### src/rtl/rcs_pkg.sv
// Shared types, constants and the subset mask table builder for the count sketch.
`timescale 1ns / 1ps

package rcs_pkg;

    localparam int ROW_LEN     = 8;
    localparam int MAX_OPTIONS = 70;
    localparam int OPT_W       = $clog2(MAX_OPTIONS);
    localparam int DATA_W      = 32;

    localparam logic KIND_INC   = 1'b0;
    localparam logic KIND_QUERY = 1'b1;

    typedef logic [ROW_LEN-1:0]                  t_mask;
    typedef logic [MAX_OPTIONS-1:0][ROW_LEN-1:0] t_mask_tab;

    // Result of the shared subtractor: difference and borrow out.
    typedef struct packed {
        logic              borrow;
        logic [DATA_W-1:0] diff;
    } t_alu_res;

    // Build the k-of-8 subsets in lexicographic order of their sorted index
    // lists; entries past the subset count stay empty.
    function automatic t_mask_tab build_masks(input int k);
        t_mask_tab tab;
        int        idx [ROW_LEN];
        int        pos;
        t_mask     m;
        logic      done;
        tab  = '0;
        done = (k < 1) || (k > ROW_LEN);
        for (int i = 0; i < ROW_LEN; i++) begin
            idx[i] = i;
        end
        for (int n = 0; n < MAX_OPTIONS; n++) begin
            if (!done) begin
                m = '0;
                for (int j = 0; j < ROW_LEN; j++) begin
                    if (j < k) begin
                        m[idx[j]] = 1'b1;
                    end
                end
                tab[n] = m;
                pos = -1;
                for (int j = 0; j < ROW_LEN; j++) begin
                    if (j < k && idx[j] < ROW_LEN - k + j) begin
                        pos = j;
                    end
                end
                if (pos < 0) begin
                    done = 1'b1;
                end else begin
                    idx[pos] = idx[pos] + 1;
                    for (int j = 1; j < ROW_LEN; j++) begin
                        if (j > pos && j < k) begin
                            idx[j] = idx[j-1] + 1;
                        end
                    end
                end
            end
        end
        return tab;
    endfunction

endpackage

### src/rtl/rcs_alu.sv
// Shared 32-bit subtractor used for modulo steps, increments and minimum compares.
`timescale 1ns / 1ps

module rcs_alu (
    input  logic [rcs_pkg::DATA_W-1:0] i_a,
    input  logic [rcs_pkg::DATA_W-1:0] i_b,
    output rcs_pkg::t_alu_res          o_res
);
    import rcs_pkg::*;

    logic [DATA_W:0] full;

    // Borrow out means a < b; a minus all ones is a plus one.
    assign full         = {1'b0, i_a} - {1'b0, i_b};
    assign o_res.borrow = full[DATA_W];
    assign o_res.diff   = full[DATA_W-1:0];
endmodule

### config.mk
export PLATFORM = sky130hd
export DESIGN_NAME = rcs_alu
export DESIGN_NICKNAME = d
export VERILOG_FILES = /design/src/rtl/rcs_pkg.sv /design/src/rtl/rcs_alu.sv
export SDC_FILE = /design/constraint.sdc
export NUM_CORES = 1
export LEC_CHECK = 0
export ABC_CLOCK_PERIOD_IN_PS = 3300
export BUFFER_PORTS_ARGS = -buffer_cell sky130_fd_sc_hd__buf_2
export CELL_PAD_IN_SITES_DETAIL_PLACEMENT = 1
export CELL_PAD_IN_SITES_GLOBAL_PLACEMENT = 1
export CORE_MARGIN = 1.5
export CORE_UTILIZATION = 30
export DETAILED_ROUTE_END_ITERATION = 16
export PLACE_DENSITY = 0.84
export SKIP_LAST_GASP = 1
export SYNTH_ARGS = -nofsm -noshare
export SYNTH_HDL_FRONTEND = slang
export SYNTH_SLANG_ARGS = --single-unit
### constraint.sdc
create_clock -name vclk -period 3.3
set_input_delay 0 -clock vclk [all_inputs]
set_output_delay 0 -clock vclk [all_outputs]
set_load 0.02 [all_outputs]
==> metrics.cfg, run 1 <==
[final_layout]
seqCellArea_um2 = 0
diodes = 0
final_cell_mix = buf_2 (97), inv_1 (40), ha_1 (32), a21oi_1 (22), nand2_1 (21)
nClkBuffers = 0
mostFrequentLayoutCell = buf_2
seq_cells = 0
stdcell_count = 436
final_nets = 460
drive_above_1_share = 0.2992
syn2layout_area_growth_pct = 27.93
post-route-util = 0.4037

[clock_tree]
post_cts_buffers = 0
cts_hold_buf = 0
ctsResizeCount = 0

[hold_path]
hp-class = in -> out
hold_path_end = o_res[0]
holdPathStages = 4
hp-start = i_b[0]

[timing]
fin_crit_ns = 2.337
tns_ns = 0
period_share = 0.7081
max-slew-margin-rel = 0.7290
rsz0062_at_grt = false
fmax_ghz = 0.4279
finalSetupViolations = 0
hold_viol_final = 0
drv_slew = 0
tightest_slew_ns = 0.3963

[drt]
drtPass1Iterations = 4
ant_nets = 0
first_iter_violations = 45
drc = 0
wl_per_cell_um = 13.54
vias_per_cell = 5.167
totalWireLength_mm = 5.904
vias = 2253

[place]
gp_congestion = 0.8588
dp_hpwl_mm = 5.285
placed_cells = 436
portBuffers = 97

[die]
dieArea_um2 = 6787
dieHeight_um = 82.39
dieWidth_um = 82.39
io_pins = 97
rows = 28
core_um2 = 5991
start_util = 0.3156

[yosys]
ys.warnings.count = 0
syn-num-nets = 373
netlist_instances = 276
synth.cell_area_um2 = 1891
syn_area_per_cell_um2 = 6.850
seq_area_frac_synth = 0
ys_types = 51

[grt]
grt_pass1_wl_mm = 9.577
grt_pass1_vias = 2237
grt_max_degree = 10
antenna_found_initial = 0
grt.overflow.total = 0
grt_util_all_layers = 0.1718

[worst_setup_path]
critPathKind = in -> out
cp_data_arrival_time_ns = 2.34
worst_setup_path_start_kind = input port
end_kind = primary output
path_max_fanout = 4
worstPathRequired_ns = 3.30

[power_and_ir_drop]
power_density_nw_per_um2 = 256.6
leakage_uw = 0.001355
ir_worst_vdd_v = 0.0001253

[flow_run]
max-cap-violations = 0

[status]
outcome = finished, final reports clean

cells in the mapped netlist (2+ instances only):
master    number  share of area
a21oi_1       22          0.058
nor2b_1        3         0.0099
o21ai_0       14          0.037
xor2_1        14          0.065
a21boi_1       2         0.0079
o21bai_1       2         0.0079
a211oi_1       6          0.024
o211ai_1       2         0.0079
and3_1         2         0.0066
nor3_1         4          0.011
nand4_1        6          0.020
inv_1         40          0.079
o21a_1         6          0.024
buf_2          5          0.013
clkbuf_1       7          0.014
ha_1          32           0.21
nand3_1        8          0.021
a31oi_1        5          0.017
o31ai_1        2         0.0079
xnor2_1       15          0.069
and2_1         2         0.0066
nor2_1        12          0.024
o21ai_1        2         0.0053
a41oi_1        2         0.0093
a21o_1        15          0.060
nand2_1       21          0.042
layer usage:
layer / GRT usage / routed length [um] / up-vias
met5: 0 / 0 / -
met2: 0.3545 / 3036 / 64
met3: 0.01099 / 300 / 4
li1: - / - / 1159
met4: 0.01695 / 51 / 0
met1: 0.1938 / 2516 / 1026
cell type report:
class / count / area [um2]
fill: 820 / 3572
inverter: 40 / 150.1
tap: 75 / 93.84
timing repair buffer: 97 / 485.5
multi-input combinational: 224 / 1689
how the worst max path moves through the flow:
stage | from | to
after floorplan | i_a[0] | o_res[30]
after global placement | i_a[0] | o_res[30]
after detailed placement | i_a[0] | o_res[30]
after CTS | i_a[0] | o_res[30]
after global routing | i_a[0] | o_res[30]
final | i_a[0] | o_res[30]
power by group:
| group | switching [uW] | internal, uW |
|---|---|---|
| Combinational | 379 | 242 |
| Clock | 0 | 0 |
| Sequential | 0 | 0 |
stage by stage:
stage               power (uW)  setup slack (ns)  area (um2)  hold WS [ns]
floorplan                430.3             1.249        1891        0.1815
global placement         609.9             1.010        2419        0.3557
detailed placement       622.1            0.9710        2419        0.3568
CTS                      625.4            0.9453        2419        0.3590
global route             680.1            0.7764        2419        0.3838
finish                   620.6            0.9632        2419        0.3545
cell families after synthesis:
family,Yosys count,synth area share
simple gates,65,0.1701
xor+xnor,29,0.1344
fa+ha+maj,33,0.2224
buf+inv,52,0.1066
compound gates,97,0.3666
critical path, cell delays in order:
cell	delay [ns]
buf_2	0.07
inv_1	0.03
ha_1	0.22
fa_1	0.41
nor2b_1	0.17
o2111a_1	0.24
o21ai_1	0.11
a21oi_2	0.25
a21oi_1	0.14
o31ai_1	0.31
xor2_1	0.18
buf_2	0.18
Note: power is estimated with default switching activity, not from simulation.
==> inputs of run 2 (changes only) <==
- ABC_CLOCK_PERIOD_IN_PS: 3300 -> 2000
- CORE_UTILIZATION: 30 -> 29
- PLACE_DENSITY: 0.84 -> 0.85
- clock period: 3.3 -> 2 ns (I/O delays scaled with it)
==> metrics.cfg, run 2 (same netlist as run 1, synthesis figures left out) <==
[timing]
rsz0062_at_grt = true
period_share = 1.072
max-slew-margin-rel = 0.6106  ; -0.1184
fin_crit_ns = 2.143
fmax_ghz = 0.4666
tns_ns = -0.7390  ; -0.7390 ns
fin_ws_ns = -0.1433  ; -1.107 ns
hold_viol_final = 0  ; unchanged
finalSetupViolations = 10  ; +10
tightest_slew_ns = 0.5780  ; +0.1817 ns
drv_slew = 0  ; unchanged

[final_layout]
final_nets = 517  ; +12%
diodes = 0  ; unchanged
final_cell_mix = buf_2 (78), buf_4 (66), inv_1 (35), ha_1 (24), nand2_1 (21)
syn2layout_area_growth_pct = 71.48
drive_above_1_share = 0.4809  ; +0.1817
seq_cells = 0  ; unchanged
mostFrequentLayoutCell = buf_2
nClkBuffers = 0  ; unchanged
n_fill_cell = 821  ; +0.12%
post-route-util = 0.5135  ; +0.1098
seqCellArea_um2 = 0  ; unchanged
multi_input_comb_area_um2 = 1982  ; +17%

[status]
outcome = finished, violations left
violations = setup timing

[die]
dieWidth_um = 83.74  ; +1.6%
core_um2 = 6314  ; +5.4%
dieHeight_um = 83.74  ; +1.6%
rows = 29  ; +3.6%
io_pins = 97  ; unchanged
start_util = 0.2994  ; -0.01614
dieArea_um2 = 7012  ; +3.3%

[flow_run]
max-cap-violations = 0  ; unchanged

[grt]
grt_pass1_vias = 2951  ; +32%
grt.overflow.total = 0  ; unchanged
grt_util_all_layers = 0.2208  ; +0.04900
antenna_found_initial = 0  ; unchanged
grt_pass1_wl_mm = 13.24  ; +38%
grt_max_degree = 10  ; unchanged

[power_and_ir_drop]
leakage_uw = 0.001678  ; +24%
ir_worst_vdd_v = 0.0002323  ; +85%
power_density_nw_per_um2 = 429.2  ; +67%

[place]
portBuffers = 97  ; unchanged
gp_congestion = 0.8871  ; +3.3%
dp_hpwl_mm = 6.171  ; +17%
place_ws_ns = -0.3142  ; -1.285 ns

[hold_path]
hp-start = i_b[0]
hp-class = in -> out

[worst_setup_path]
worstSetupStartpoint = i_a[24]
worst_setup_path_start_kind = input port
critPathKind = in -> out
end_kind = primary output
cp_data_arrival_time_ns = 2.14  ; -0.20 ns
path_max_fanout = 3  ; -1
worstPathRequired_ns = 2.00  ; -1.30 ns

[drt]
drtPass1Iterations = 4  ; unchanged
vias_per_cell = 5.265  ; +1.9%
totalWireLength_mm = 8.182  ; +39%
drc = 0  ; unchanged
vias = 2606  ; +16%
first_iter_violations = 63  ; +40%
ant_nets = 0  ; unchanged
wl_per_cell_um = 16.53  ; +22%

[clock_tree]
cts_hold_buf = 0  ; unchanged

==> run 2: cell count changes in the layout (fill, tap and decap cells not counted), moves of 3 or more <==
cell | before | now
a21oi_1 | 22 | 17
a21oi_2 | 1 | 4
buf_2 | 97 | 78
buf_4 | 0 | 66
buf_6 | 0 | 8
ha_1 | 32 | 24
ha_4 | 0 | 8
inv_1 | 40 | 35
inv_4 | 0 | 3
o21ai_0 | 14 | 11
==> run 2: where the power goes <==
group / leakage [uW] / switching, uW / internal (uW)
registers: 0 / 0 / 0
logic: 0.00168 / 765 / 627
clock network: 0 / 0 / 0
==> run 2: final cells by class <==
| class | instances | share of cell area |
|---|---|---|
| inverter | 40 | 0.04863 |
| multi-input combinational | 224 | 0.6113 |
| tap | 77 | 0.02972 |
| timing repair buffer | 154 | 0.3103 |
==> run 2: layer usage <==
metal	vias up	global-route usage	share of wire
met1	1231	0.2249	0.36
met3	22	0.02374	0.043
met4	0	0.04620	0.027
li1	1268	-	-
met2	85	0.4692	0.57
met5	-	0	0
==> run 2: what timing repair did <==
action / in CTS / in global routing
gates resized for setup: 56 / 26
endpoints found under the hold margin: 0 / 0
pin swaps: 27 / 11
endpoints found under the setup margin: 19 / 20
buffers inserted: 9 / 3
gates cloned: 0 / 0
==> run 2: worst max-delay path, stage by stage <==
cell and delay (ns):
buf_2 0.10, ha_1 0.31, a21oi_1 0.26, o21ai_0 0.17
a211oi_1 0.34, nor3_1 0.08, a211oi_1 0.34, o41ai_2 0.15
xor2_1 0.21, buf_4 0.18
==> run 2: final timing paths <==
check / endpoint / slack (ns) / depth (start not counted)
worst max-delay path: o_res[29] / -0.14 / 10
worst min-delay path: o_res[0] / 0.38 / 4
==> run 2: metrics by stage <==
step	hold slack, ns	cell area (um2)	power (uW)	instances
after floorplan	0.1815	1904	715.5	276
after global placement	0.3566	2795	1140	486
after detailed placement	0.3754	2795	1177	486
after CTS	0.3866	3141	1316	495
after global routing	0.3954	3242	1494	495
final	0.3844	3242	1391	495
